[src/sv/ppu_pkg.sv]
// Shared types, codes and helpers for the packed pattern unpacker.
// No dependencies; imported by packed_pattern_unpacker.
package ppu_pkg;

  // cell slot codes, plus the marker for "next byte is a flag byte"
  localparam logic [2:0] SLOT_NOTE  = 3'd0;
  localparam logic [2:0] SLOT_INSTR = 3'd1;
  localparam logic [2:0] SLOT_VOL   = 3'd2;
  localparam logic [2:0] SLOT_CMD   = 3'd3;
  localparam logic [2:0] SLOT_ARG   = 3'd4;
  localparam logic [2:0] SLOT_FLAG  = 3'd7;

  // pending field bits taken from the flag byte
  localparam int PEND_NOTE = 0;
  localparam int PEND_VOL  = 1;
  localparam int PEND_CMD  = 2;

  // event kinds
  localparam logic [1:0] EV_CELL  = 2'd0;
  localparam logic [1:0] EV_ROW   = 2'd1;
  localparam logic [1:0] EV_DONE  = 2'd2;
  localparam logic [1:0] EV_ABORT = 2'd3;

  localparam logic [5:0] CHANNEL_COUNT_RESET = 6'd32;

  // row byte counter: covers channel_count*10 plus one flag group, saturating
  localparam int CNT_W = 10;

  typedef struct packed {
    logic [1:0] kind;
    logic [5:0] row;
    logic [4:0] chan;
    logic [2:0] slot;
    logic [7:0] value;
  } event_t;

  // slot expected after slot 'done' has been consumed
  function automatic logic [2:0] next_slot(input logic [2:0] done, input logic [2:0] pend);
    logic [2:0] nxt;
    nxt = SLOT_FLAG;
    if (done == SLOT_FLAG && pend[PEND_NOTE])
      nxt = SLOT_NOTE;
    else if (done == SLOT_NOTE)
      nxt = SLOT_INSTR;
    else if ((done == SLOT_FLAG || done == SLOT_INSTR) && pend[PEND_VOL])
      nxt = SLOT_VOL;
    else if ((done == SLOT_FLAG || done == SLOT_INSTR || done == SLOT_VOL) && pend[PEND_CMD])
      nxt = SLOT_CMD;
    else if (done == SLOT_CMD)
      nxt = SLOT_ARG;
    return nxt;
  endfunction

endpackage

[src/sv/packed_pattern_unpacker.sv]
// Packed pattern unpacker: parser state, one-pass decode and output skid stage.
// Depends on ppu_pkg.
// A result goes into the result register, or into the skid register while the result register is held.
// One word per cycle while in_ready is high; parser state updates in one pass from the input.
// A two-entry output (result register plus skid register) keeps in_ready high
// while one result waits. rst (synchronous) clears the parser, the output
// valids and sets channel_count to 32.
module packed_pattern_unpacker #(
  parameter int ROWS_PER_PATTERN = 64
) (
  input  logic       clk,
  input  logic       rst,
  input  logic       cfg_wr_en,
  input  logic [5:0] cfg_wr_data,
  input  logic       in_valid,
  output logic       in_ready,
  input  logic [7:0] data_byte,
  input  logic       first_byte,
  output logic       out_valid,
  input  logic       out_ready,
  output logic [1:0] event_kind,
  output logic [5:0] row_index,
  output logic [4:0] channel_index,
  output logic [2:0] cell_slot,
  output logic [7:0] cell_value
);
  import ppu_pkg::*;

  localparam int RW = (ROWS_PER_PATTERN > 1) ? $clog2(ROWS_PER_PATTERN) : 1;
  localparam logic [RW-1:0] LAST_ROW = RW'(ROWS_PER_PATTERN - 1);
  localparam logic [CNT_W-1:0] CNT_MAX = '1;

  logic [5:0]       channel_count;
  logic [2:0]       expected_slot, expected_slot_next;
  logic [2:0]       pending, pending_next;
  logic [4:0]       current_channel, current_channel_next;
  logic             skipping, skipping_next;
  logic [RW-1:0]    row_counter, row_counter_next;
  logic [CNT_W-1:0] row_bytes, row_bytes_next;
  logic             finished, finished_next;

  // state after an optional parser reset by first_byte
  logic [2:0]       e_slot, e_pend;
  logic [4:0]       e_chan;
  logic             e_skip, e_fin;
  logic [RW-1:0]    e_row;
  logic [CNT_W-1:0] e_bytes, bytes_inc;
  logic [CNT_W-1:0] limit;
  logic [8:0]       row_wide;

  logic   in_fire, res_valid, res_fire;
  event_t res, out_ev, skid_ev;
  logic   skid_valid;

  assign in_fire  = in_valid && in_ready;
  assign res_fire = in_fire && res_valid;
  assign in_ready = !skid_valid;

  // channel_count * 10 as shifts
  assign limit = {1'b0, channel_count, 3'b000} + {3'b000, channel_count, 1'b0};

  always_comb begin
    if (first_byte) begin
      e_slot  = SLOT_FLAG;
      e_pend  = '0;
      e_chan  = '0;
      e_skip  = 1'b0;
      e_row   = '0;
      e_bytes = '0;
      e_fin   = 1'b0;
    end else begin
      e_slot  = expected_slot;
      e_pend  = pending;
      e_chan  = current_channel;
      e_skip  = skipping;
      e_row   = row_counter;
      e_bytes = row_bytes;
      e_fin   = finished;
    end
    bytes_inc = (e_bytes == CNT_MAX) ? e_bytes : e_bytes + 1'b1;
    row_wide  = 9'(e_row);

    expected_slot_next   = e_slot;
    pending_next         = e_pend;
    current_channel_next = e_chan;
    skipping_next        = e_skip;
    row_counter_next     = e_row;
    row_bytes_next       = e_bytes;
    finished_next        = e_fin;

    res_valid = 1'b0;
    res.kind  = EV_CELL;
    res.row   = row_wide[5:0];
    res.chan  = '0;
    res.slot  = '0;
    res.value = '0;

    if (!e_fin) begin
      row_bytes_next = bytes_inc;
      if (e_slot != SLOT_FLAG) begin
        expected_slot_next = next_slot(e_slot, e_pend);
        if (!e_skip) begin
          res_valid = 1'b1;
          res.chan  = e_chan;
          res.slot  = e_slot;
          res.value = data_byte;
        end
      end else if (bytes_inc > limit) begin
        finished_next = 1'b1;
        res_valid     = 1'b1;
        res.kind      = EV_ABORT;
      end else if (data_byte == 8'd0) begin
        row_bytes_next = '0;
        res_valid      = 1'b1;
        if (e_row == LAST_ROW) begin
          finished_next = 1'b1;
          res.kind      = EV_DONE;
        end else begin
          res.kind         = EV_ROW;
          row_counter_next = e_row + 1'b1;
        end
      end else begin
        current_channel_next = data_byte[4:0];
        skipping_next        = {1'b0, data_byte[4:0]} > channel_count;
        pending_next         = data_byte[7:5];
        expected_slot_next   = next_slot(SLOT_FLAG, data_byte[7:5]);
      end
    end
  end

  always_ff @(posedge clk) begin
    if (rst) begin
      channel_count <= CHANNEL_COUNT_RESET;
    end else if (cfg_wr_en) begin
      channel_count <= cfg_wr_data;
    end
  end

  always_ff @(posedge clk) begin
    if (rst) begin
      expected_slot   <= SLOT_FLAG;
      pending         <= '0;
      current_channel <= '0;
      skipping        <= 1'b0;
      row_counter     <= '0;
      row_bytes       <= '0;
      finished        <= 1'b0;
    end else if (in_fire) begin
      expected_slot   <= expected_slot_next;
      pending         <= pending_next;
      current_channel <= current_channel_next;
      skipping        <= skipping_next;
      row_counter     <= row_counter_next;
      row_bytes       <= row_bytes_next;
      finished        <= finished_next;
    end
  end

  // result register with a skid behind it
  always_ff @(posedge clk) begin
    if (rst) begin
      out_valid  <= 1'b0;
      skid_valid <= 1'b0;
    end else if (out_valid && out_ready) begin
      if (skid_valid) begin
        out_ev     <= skid_ev;
        skid_valid <= 1'b0;
      end else if (res_fire) begin
        out_ev <= res;
      end else begin
        out_valid <= 1'b0;
      end
    end else if (res_fire) begin
      if (out_valid) begin
        skid_ev    <= res;
        skid_valid <= 1'b1;
      end else begin
        out_ev    <= res;
        out_valid <= 1'b1;
      end
    end
  end

  assign event_kind    = out_ev.kind;
  assign row_index     = out_ev.row;
  assign channel_index = out_ev.chan;
  assign cell_slot     = out_ev.slot;
  assign cell_value    = out_ev.value;

  a_skid_behind_out: assert property (@(posedge clk) disable iff (rst)
    skid_valid |-> out_valid)
    else $error("skid word held with empty result register");

  a_row_in_range: assert property (@(posedge clk) disable iff (rst)
    row_counter <= LAST_ROW)
    else $error("row counter past last row");

  a_finished_holds: assert property (@(posedge clk) disable iff (rst)
    (in_fire && finished && !first_byte) |=> (finished && $stable(row_counter)))
    else $error("finished pattern changed without a first word");

  a_slot_code: assert property (@(posedge clk) disable iff (rst)
    expected_slot <= SLOT_ARG || expected_slot == SLOT_FLAG)
    else $error("expected slot holds an unused code");

endmodule

[config.mk]
export PLATFORM = sky130hd
export DESIGN_NAME = packed_pattern_unpacker
export DESIGN_NICKNAME = d
export VERILOG_FILES = /design/src/sv/ppu_pkg.sv /design/src/sv/packed_pattern_unpacker.sv
export SDC_FILE = /design/constraint.sdc
export NUM_CORES = 1
export LEC_CHECK = 0
export BUFFER_PORTS_ARGS = -buffer_cell sky130_fd_sc_hd__buf_4
export CELL_PAD_IN_SITES_DETAIL_PLACEMENT = 1
export CELL_PAD_IN_SITES_GLOBAL_PLACEMENT = 2
export CORE_ASPECT_RATIO = 1.5
export CORE_MARGIN = 10
export CORE_UTILIZATION = 40
export CTS_BUF_LIST = sky130_fd_sc_hd__clkbuf_4
export DETAILED_ROUTE_END_ITERATION = 8
export PLACE_DENSITY = 0.79
export SLEW_MARGIN = 30
export SYNTH_ARGS = -nofsm -noshare
export SYNTH_HDL_FRONTEND = slang
export SYNTH_SLANG_ARGS = --single-unit
[constraint.sdc]
create_clock -name clk -period 7.7 [get_ports clk]
set_input_delay 0 -clock clk [delete_from_list [all_inputs] [get_ports clk]]
set_output_delay 0 -clock clk [all_outputs]
set_load 0.02 [all_outputs]
# Yosys cells after proc, flatten, opt, wreduce, memory -nomap -nowiden
# Index checks and enable logic that the tools add are counted.
[op_classes]
magnitude_cmp = 2
reduce_logical = 18
bitwise = 2
add_sub_neg = 3
mux = 68
eq_ne = 10
[ops]
columns = ["cell", "count"]
rows = [
  ["24-bit two-way mux", 5],
  ["10-bit two-way mux", 6],
  ["3-bit two-way mux", 17],
  ["16-bit two-way mux", 3],
  ["6-bit two-way mux", 6],
  ["5-bit two-way mux", 5],
  ["1-bit two-way mux", 20],
  ["2-bit two-way mux", 6],
  ["10-bit by 1-bit adder with 10-bit output (second input constant)", 1],
  ["9-bit by 7-bit adder with 10-bit output", 1],
  ["10-bit == test (second input constant)", 1],
  ["10-bit greater-than comparator", 1],
  ["8-bit zero test", 1],
  ["4-bit AND reduction", 2],
  ["6-bit by 1-bit adder with 6-bit output (second input constant)", 1],
  ["3-bit by 2-bit == test with 1-bit output (second input constant)", 2],
  ["6-bit == test (second input constant)", 1],
  ["5-bit by 6-bit greater-than comparator with 1-bit output", 1],
  ["1-bit logical AND", 6],
  ["2-bit inequality test (second input constant)", 2],
  ["2-bit nonzero test", 2],
  ["3-bit by 1-bit == test with 1-bit output (second input constant)", 1],
  ["3-bit == test (second input constant)", 1],
  ["3-bit zero test", 1],
  ["other kinds (8)", 10],
]
[word_totals]
inputBits = 20
reg_bits = 85
word_cells = 123

# Depth between registers and ports, before layout
# Gate-level depths: netlist of run 1.
[logic_depth]
ltp_word = 11
depth_mapped = 17
mapped_depth_nobuf = 15

# Worst setup path before layout of run 1
# No wires, ideal clock.
[synth_path]
path_kind = "reg-to-reg"
start = "reg row_bytes[1]"
end = "reg skid_ev[0] in the netlist's numbering (enable)"
setup_ns = 0.466
path_stages_with_launch = 15
path_buffers = 0
arrival_time_ns = 5.195
period_less_slack_ns = 5.661
slack_ns = 2.039
cell_sequence = "dfxtp_1 -> nor2b_1 -> ha_1 -> nand2_1 -> nor4_4 -> or3b_2 -> xor2_1 -> nor2_1 -> ha_1 -> nand4_1 -> nor4_1 -> mux2_4 -> nor3_4 -> o31ai_1 -> nor4_1"
[synth_between]
elab_chain_cells = 9
[synth_lines]
columns = ["item", "line_no", "text"]
rows = [
  ["start: declaration", "packed_pattern_unpacker.sv:39", "logic [CNT_W-1:0] row_bytes, row_bytes_next;"],
  ["start signal: assignment", "packed_pattern_unpacker.sv:154", "row_bytes <= row_bytes_next;"],
  ["10-bit two-way mux (*)", "packed_pattern_unpacker.sv:63", "if (first_byte) begin"],
  ["10-bit by 1-bit adder with 10-bit output / 10-bit == test (equally long branches)", "packed_pattern_unpacker.sv:80", "bytes_inc = (e_bytes == CNT_MAX) ? e_bytes : e_bytes + 1'b1;"],
  ["10-bit two-way mux (*)", "packed_pattern_unpacker.sv:80", ""],
  ["10-bit greater-than comparator (*)", "packed_pattern_unpacker.sv:108", "end else if (bytes_inc > limit) begin"],
  ["1-bit two-way mux (*)", "packed_pattern_unpacker.sv:108", ""],
  ["1-bit two-way mux (*)", "packed_pattern_unpacker.sv:100", "if (e_slot != SLOT_FLAG) begin"],
  ["1-bit two-way mux (*)", "packed_pattern_unpacker.sv:98", "if (!e_fin) begin"],
  ["1-bit logical AND (*)", "packed_pattern_unpacker.sv:56", "assign res_fire = in_fire && res_valid;"],
  ["4-bit AND reduction (no line) (*)", "n/a", ""],
  ["end signal: assignment", "packed_pattern_unpacker.sv:175", "skid_ev <= res;"],
  ["end: declaration", "packed_pattern_unpacker.sv:52", "event_t res, out_ev, skid_ev;"],
]
# Every way passes the cells marked *; elsewhere a longest branch is shown, timed or not.
# A chain may end at the register's enable or synchronous reset.

# Worst setup path after layout of run 1
[layout_path]
start = "reg row_bytes[1]"
end = "reg skid_ev[18] in the netlist's numbering (enable)"
# The elaborated chain is that of the path after synthesis.

==> flow_summary_export.csv, run 1 <==
group,metric,value,unit
final_layout,final_cell_mix,"buf_4 (49), edfxtp_1 (48), dfxtp_1 (36)",
grt,track_usage,15.2,%
clock_tree,clkTransAtPathRegs,0.14,ns
status,status,"finished clean",
critical_path,path_max_fanout,18,
place,dp.cells,582,
drt,route.detailed.drc,0,
synth,synth-edff-count,48,
synth,synth_ff_type,"edfxtp_1",
grt,overflow,0,
final_layout,area_growth,21.5,%
critical_path,critical_path_class,"reg2reg",
critical_path,cp_top_family,"simple AND/OR/NAND/NOR gates",
place,place_hpwl,8470,um
timing,timing_worst_slew_pin_value,0.896,ns
drt,routed_wl,11600,um
grt,grt_antenna_before_repair,1,
final_layout,nets,519,
synth,postSynthAreaPerCell,10.7,um^2
timing,finalCritPeriodShare,62.6,%
timing,finalHoldViolCount,0,
clock_tree,numCtsBuffers,9,
pwr,p_seq_share,56.0,%
die,fp.dieW,105,um
place,io_buffers,45,
clock_tree,cts_tree,"done",
drt,dr.pass1.iters,4,
clock_tree,postCtsSetupBuffers,0,
clock_tree,cts_repair_resize_count,0,
critical_path,slowest_delay,0.69,ns
timing,finalCriticalPeriod,4.82,ns
pwr,combPwrFrac,13.4,%
drt,vias,3413,
synth,yosysSeqAreaShare,49.7,%
clock_tree,worstSkewPairLatency,0.45,ns
critical_path,cp_cell_sequence,"nor2b_1 > ha_1 > nand2_1 > nor4_4 > or3b_2 > xor2_1 > nor2_1 > ha_1 > nand4_1 > nor4_1 > mux2_4 > nor3_4 > o31ai_1 > nor4_2 > buf_4",
timing,finalSetupViolations,0,
critical_path,required,7.84,ns
clock_tree,cts.path.max_buffers,2,
die,fp.dieH,148,um
drt,drtIter0Drc,190,
drt,wl_per_cell,18.5,um
place,gp_congestion,0.829,
critical_path,end_kind,"flip-flop",
synth,synth_area,4350,um^2
synth,synth_cell_types,60,
timing,rsz0062_at_grt,"no",
pwr,leakage,2.11,nW
timing,slew_viol_final,0,
synth,synthCells,406,
synth,yosys_warnings,0,
die,core-area,10600,um^2
critical_path,crit_slowest_cell,"nor4_2",
grt,grt_pass1_wl,19100,um
critical_path,ff2ff_setup_slack,2.88,ns
drt,final_antenna_net_count,0,
synth,ys_ff_latch,84,
clock_tree,ctsHoldBuffers,29,
grt,grt_max_degree,29,
die,die_area,15500,um^2
synth,synth_nets,447,
clock_tree,cts_htree_levels,3,
hold_path,min_path_type,"in2reg",
clock_tree,cts-root-buf,"clkbuf_4",
die,num_rows,46,
timing,tns,0,ns
pwr,ir_drop,0.0000980,V
pwr,p_sw_share,27.2,%
critical_path,cp.buffers_inverters,1,
pwr,switchingPower,0.240,mW
die,start_util,41.1,%
pwr,clockPowerShare,30.6,%
synth,async_flop_share,0,%
final_layout,layout_commonest_cell,"buf_4",
timing,fmax,0.208,GHz
timing,skew,0.0271,ns
job,maxCapViolCount,0,
final_layout,instances_no_fill,628,
pwr,p_int,0.643,mW
die,io_pins,46,
final_layout,drive_gt1_share,20.3,%
critical_path,arrival,4.96,ns
critical_path,start_kind,"flip-flop",
grt,grt_pass1_vias,3627,
pwr,power_density,167,nW/um^2
clock_tree,clock_sinks,84,
critical_path,cp_common_cell,"ha_1",
timing,slew_headroom,40.0,%
drt,viasPerCell,5.43,
synth_stat cells, types with 2 or more instances:
| cell type | instances | area share [%] |
|---|---|---|
| edfxtp_1 | 48 | 33 |
| dfxtp_1 | 36 | 17 |
| nand2_1 | 35 | 3.0 |
| nor2_1 | 26 | 2.2 |
| mux2_2 | 22 | 5.7 |
| ha_1 | 20 | 5.8 |
| inv_1 | 20 | 1.7 |
| a21oi_1 | 17 | 2.0 |
| a22o_1 | 13 | 2.6 |
| and2_1 | 13 | 1.9 |
| nand3_1 | 13 | 1.5 |
| o21ai_0 | 13 | 1.5 |
| clkbuf_1 | 12 | 1.0 |
| mux2i_1 | 10 | 2.3 |
| nor2b_1 | 8 | 1.2 |
| nor3_1 | 8 | 0.92 |
| xnor2_1 | 7 | 1.4 |
| and3_1 | 6 | 0.86 |
| a211oi_1 | 5 | 0.86 |
| nand4_1 | 5 | 0.72 |
| nor4_1 | 5 | 0.72 |
| a21o_1 | 4 | 0.69 |
| o21a_1 | 4 | 0.69 |
| xor2_1 | 4 | 0.81 |
| buf_2 | 3 | 0.35 |
| nand3b_1 | 3 | 0.52 |
| o31ai_1 | 3 | 0.52 |
| or3_1 | 3 | 0.43 |
| a31o_1 | 2 | 0.40 |
| a31oi_1 | 2 | 0.29 |
| a32o_1 | 2 | 0.46 |
| buf_1 | 2 | 0.17 |
| clkinv_1 | 2 | 0.17 |
| nand2b_1 | 2 | 0.29 |
| nor3b_1 | 2 | 0.35 |
| o41ai_1 | 2 | 0.40 |
final cells by class:
type,count,area (um^2)
sequential,84,2160
clock inverter,6,72.6
tap,144,180
fill,1228,5310
timing repair buffer,78,658
multi-input combinational,283,2050
antenna,1,2.50
inverter,22,82.6
clock buffer,10,75.1
per-layer routing:
| layer | vias to the layer above | global-route usage [%] | part of all wire, % |
|---|---|---|---|
| met4 | 0 | 4.89 | 1.1 |
| li1 | 1650 | - | - |
| met2 | 54 | 28.1 | 54 |
| met1 | 1700 | 16.9 | 42 |
| met3 | 9 | 2.74 | 2.7 |
| met5 | - | 0 | 0 |
final timing paths:
check | start | to | cells past startpoint
max reg2reg | row_bytes[1]$_SDFFE_PP0P_ | skid_ev[18]$_DFFE_PP_ | 15
max | row_bytes[1]$_SDFFE_PP0P_ | skid_ev[18]$_DFFE_PP_ | 15
min | first_byte | skid_ev[21]$_DFFE_PP_ | 2
min reg2reg | row_counter[2]$_SDFFE_PP0P_ | row_counter[2]$_SDFFE_PP0P_ | 1
kinds of logic (layout without fill, tap and decap cells):
family	Yosys count	count (layout)	share of synthesized area [%]
flops	84	84	49.7
fa+ha+maj	21	21	6.21
compound gates	80	80	13.1
xor+xnor	11	11	2.22
other cells	0	1	0
buf+inv	39	116	3.45
mux	33	33	8.34
simple gates	138	138	17.0
metrics by stage:
stage | total power [mW] | instance area, um^2 | setup slack (ns) | hold WS (ns) | util, %
3_3_place_gp | 0.606 | 4840 | 3.07 | 0.233 | 45.7
6_report | 0.883 | 5280 | 2.88 | 0.0685 | 49.9
4_1_cts | 0.891 | 5280 | 2.84 | 0.0250 | 49.9
2_1_floorplan | 0.571 | 4350 | 2.04 | 0.126 | -
5_1_grt | 0.925 | 5280 | 2.47 | 0.0423 | 49.9
3_5_place_dp | 0.609 | 4840 | 2.90 | 0.244 | 45.7
worst reg2reg max path, stage by stage, from the launching register on:
cell	delay (ns)
dfxtp_1	0.37
nor2b_1	0.20
ha_1	0.26
nand2_1	0.14
nor4_4	0.57
or3b_2	0.24
xor2_1	0.14
nor2_1	0.07
ha_1	0.31
nand4_1	0.16
nor4_1	0.08
mux2_4	0.30
nor3_4	0.37
o31ai_1	0.21
nor4_2	0.69
buf_4	0.39
registers in the layout, indices dropped and copies added (netlist names), 5 cells and up:
signal	flops
channel_count	6
cell_value	8
skid_ev	24
row_bytes	10
current_channel	5
channel_index	5
row_index	6
row_counter	6
power groups by stage:
stage,registers (mW),clock network [mW],logic (mW)
final,0.494,0.270,0.119
after global routing,0.496,0.297,0.131
after CTS,0.494,0.278,0.118
after detailed placement,0.504,0,0.105
after global placement,0.504,0,0.103
after floorplan,0.504,0,0.0678
(Power assumes the default switching activity.)
==> run 2: changes to the inputs <==
--- a/config.mk
+++ b/config.mk
@@ -10,10 +10,10 @@
 export CELL_PAD_IN_SITES_GLOBAL_PLACEMENT = 2
 export CORE_ASPECT_RATIO = 1.5
 export CORE_MARGIN = 10
-export CORE_UTILIZATION = 40
+export CORE_UTILIZATION = 36
 export CTS_BUF_LIST = sky130_fd_sc_hd__clkbuf_4
 export DETAILED_ROUTE_END_ITERATION = 8
-export PLACE_DENSITY = 0.79
+export PLACE_DENSITY = 0.75
 export SLEW_MARGIN = 30
 export SYNTH_ARGS = -nofsm -noshare
 export SYNTH_HDL_FRONTEND = slang
==> constraint.sdc (replaced) <==
create_clock -name clk -period 4.2 [get_ports clk]
set_input_delay 0 -clock clk [delete_from_list [all_inputs] [get_ports clk]]
set_output_delay 0 -clock clk [all_outputs]
set_load 0.02 [all_outputs]
==> run 2 against run 1 <==
  * Cell area up 1.5%
  * Critical path type unchanged
  * Critical endpoint is now event_kind[0]$_DFFE_PP_
  * Largest cell class unchanged
  * Critical path depth up 1
  * Combinational power up 87%
  * Core utilization down 4.8 points
==> flow_summary_export.csv, run 2 (same netlist as run 1, synthesis figures left out) <==
group,metric,value,unit
critical_path,end_kind,"flip-flop",
final_layout,design_area,5360,um^2
critical_path,start_kind,"flip-flop",
final_layout,layout_commonest_cell,"buf_4",
critical_path,path_max_fanout,8,
final_layout,fin_util,45.1,%
hold_path,min_from,"data_byte[4]",
critical_path,ff2ff_setup_slack,0.35,ns
die,start_util,36.6,%
hold_path,min_path_type,"in2reg",
timing,skew,0.0180,ns
drt,route.detailed.drc,0,
pwr,p_int,1.18,mW
place,gp_congestion,0.843,
pwr,clockPowerShare,30.6,%
grt,grt_antenna_before_repair,1,
critical_path,crit_slowest_cell,"nor4_2",
drt,viasPerCell,5.34,
place,io_buffers,45,
final_layout,drive_gt1_share,21.1,%
timing,finalCriticalPeriod,3.85,ns
critical_path,critical_path_class,"reg2reg",
die,die_area,17000,um^2
pwr,power_density,303,nW/um^2
final_layout,area_growth,23.3,%
critical_path,cp_top_family,"simple AND/OR/NAND/NOR gates",
final_layout,nFillCells,1348,
critical_path,worst_r2r_startpoint,"row_bytes[0]$_SDFFE_PP0P_",
critical_path,arrival,4.07,ns
die,fp.dieH,155,um
pwr,p_seq_share,55.7,%
timing,timing_worst_slew_pin_value,0.942,ns
timing,slew_viol_final,0,
clock_tree,cts_htree_levels,3,
pwr,total_power,1.63,mW
grt,grt_pass1_wl,19300,um
clock_tree,clkTransAtPathRegs,0.15,ns
drt,vias,3423,
drt,wl_per_cell,18.5,um
timing,rsz0062_at_grt,"no",
hold_path,whs_path_depth,3,
place,dp.cells,594,
job,maxCapViolCount,0,
clock_tree,worstSkewPairLatency,0.45,ns
hold_path,min_to,"current_channel[4]$_SDFFE_PP0P_",
place,placed_area,4910,um^2
timing,finalSetupViolations,0,
timing,fmax,0.260,GHz
critical_path,required,4.42,ns
clock_tree,clock_sinks,84,
pwr,leakage,2.13,nW
final_layout,instances_no_fill,641,
drt,final_antenna_net_count,0,
timing,slew_headroom,37.0,%
critical_path,worst_r2r_endpoint,"event_kind[0]$_DFFE_PP_",
final_layout,final_cell_mix,"buf_4 (51), edfxtp_1 (48), dfxtp_1 (36)",
drt,drtIter0Drc,124,
die,io_pins,46,
grt,overflow,0,
place,place_hpwl,8960,um
drt,routed_wl,11800,um
clock_tree,numCtsBuffers,9,
grt,grt_max_degree,29,
grt,grt_pass1_vias,3655,
timing,finalCritPeriodShare,91.7,%
grt,track_usage,14.5,%
clock_tree,cts-root-buf,"clkbuf_4",
critical_path,rr_worst_depth,16,
critical_path,cp.buffers_inverters,2,
timing,finalHoldViolCount,0,
pwr,ir_drop,0.000138,V
clock_tree,cts.path.max_buffers,2,
pwr,combPwrFrac,13.7,%
pwr,switchingPower,0.445,mW
die,core-area,11900,um^2
pwr,p_sw_share,27.3,%
clock_tree,cts_tree,"done",
critical_path,cp_common_cell,"a21oi_1",
critical_path,cp_cell_sequence,"nand2b_1 > inv_1 > ha_1 > nand2_1 > nor4_4 > buf_4 > nor3b_1 > xnor2_1 > nor2_1 > ha_1 > a21oi_1 > a21oi_1 > nor4_2 > or3_1 > a21oi_1 > mux2_2",
critical_path,slowest_delay,0.42,ns
final_layout,largest_reg_flops,24,
die,fp.dieW,110,um
drt,dr.pass1.iters,4,
final_layout,max_flop_register,"skid_ev",
die,num_rows,49,
status,status,"finished clean",
timing,tns,0,ns
final_layout,nets,523,
[run 2: cell types whose count changed in the layout (fill, tap and decap cells not counted), sizes merged]
cell  previous run  this run
buf             49        53
[run 2: power groups by stage]
stage	logic, mW	registers [mW]	clock network, mW
after floorplan	0.126	0.923	0
after global placement	0.194	0.924	0
after detailed placement	0.199	0.925	0
after CTS	0.224	0.906	0.519
after global routing	0.247	0.909	0.545
final	0.223	0.906	0.498
[run 2: tightest hold or removal path: cells and delay by family]
kind	cells	cell delay, ns
AOI/OAI and AO/OA	1	0.12
buffers and inverters	2	0.64
[run 2: cell type report]
class | count | area, um^2 | share of cell area, %
clock inverters | 6 | 72.6 | 1.35
repair buffers | 82 | 713 | 13.3
flip-flops and latches | 84 | 2160 | 40.3
clock buffers | 10 | 75.1 | 1.40
diodes | 1 | 2.50 | 0.0467
inverters | 22 | 82.6 | 1.54
multi-input cells | 283 | 2060 | 38.5
well taps | 153 | 191 | 3.57
[run 2: per-stage QoR]
stage / hold WS (ns) / worst slack (ns)
after global routing: 0.328 / 0.00833
final: 0.341 / 0.349
after detailed placement: 0.243 / 0.191
after global placement: 0.230 / 0.377
after CTS: 0.286 / 0.148
after floorplan: 0.126 / 0.0745
[run 2: worst max-delay path by stage]
stage	from	to	slack (ns)	cells after the start
after global routing	row_bytes[1]$_SDFFE_PP0P_	event_kind[0]$_DFFE_PP_	0.008	15
after global placement	row_bytes[1]$_SDFFE_PP0P_	skid_ev[20]$_DFFE_PP_	0.38	15
after CTS	row_bytes[1]$_SDFFE_PP0P_	skid_ev[14]$_DFFE_PP_	0.15	16
after floorplan	row_bytes[1]$_SDFFE_PP0P_	skid_ev[0]$_DFFE_PP_	0.07	14
final	row_bytes[0]$_SDFFE_PP0P_	event_kind[0]$_DFFE_PP_	0.35	16
after detailed placement	row_bytes[1]$_SDFFE_PP0P_	skid_ev[2]$_DFFE_PP_	0.19	16
[run 2: timing repair]
item,in CTS,in global routing
endpoints found under the hold margin,32,0
endpoints found under the setup margin,0,24
setup buffers,0,1
gates resized for setup,0,1
hold buffers,29,0
[run 2: per-layer routing]
metal  wire [um]  up-vias  global-route usage (%)
li1            -     1661                       -
met5           0        -                       0
met4         206        0                    5.10
met3         445       13                    2.79
met1        4770     1694                    15.9
met2        6420       55                    26.4
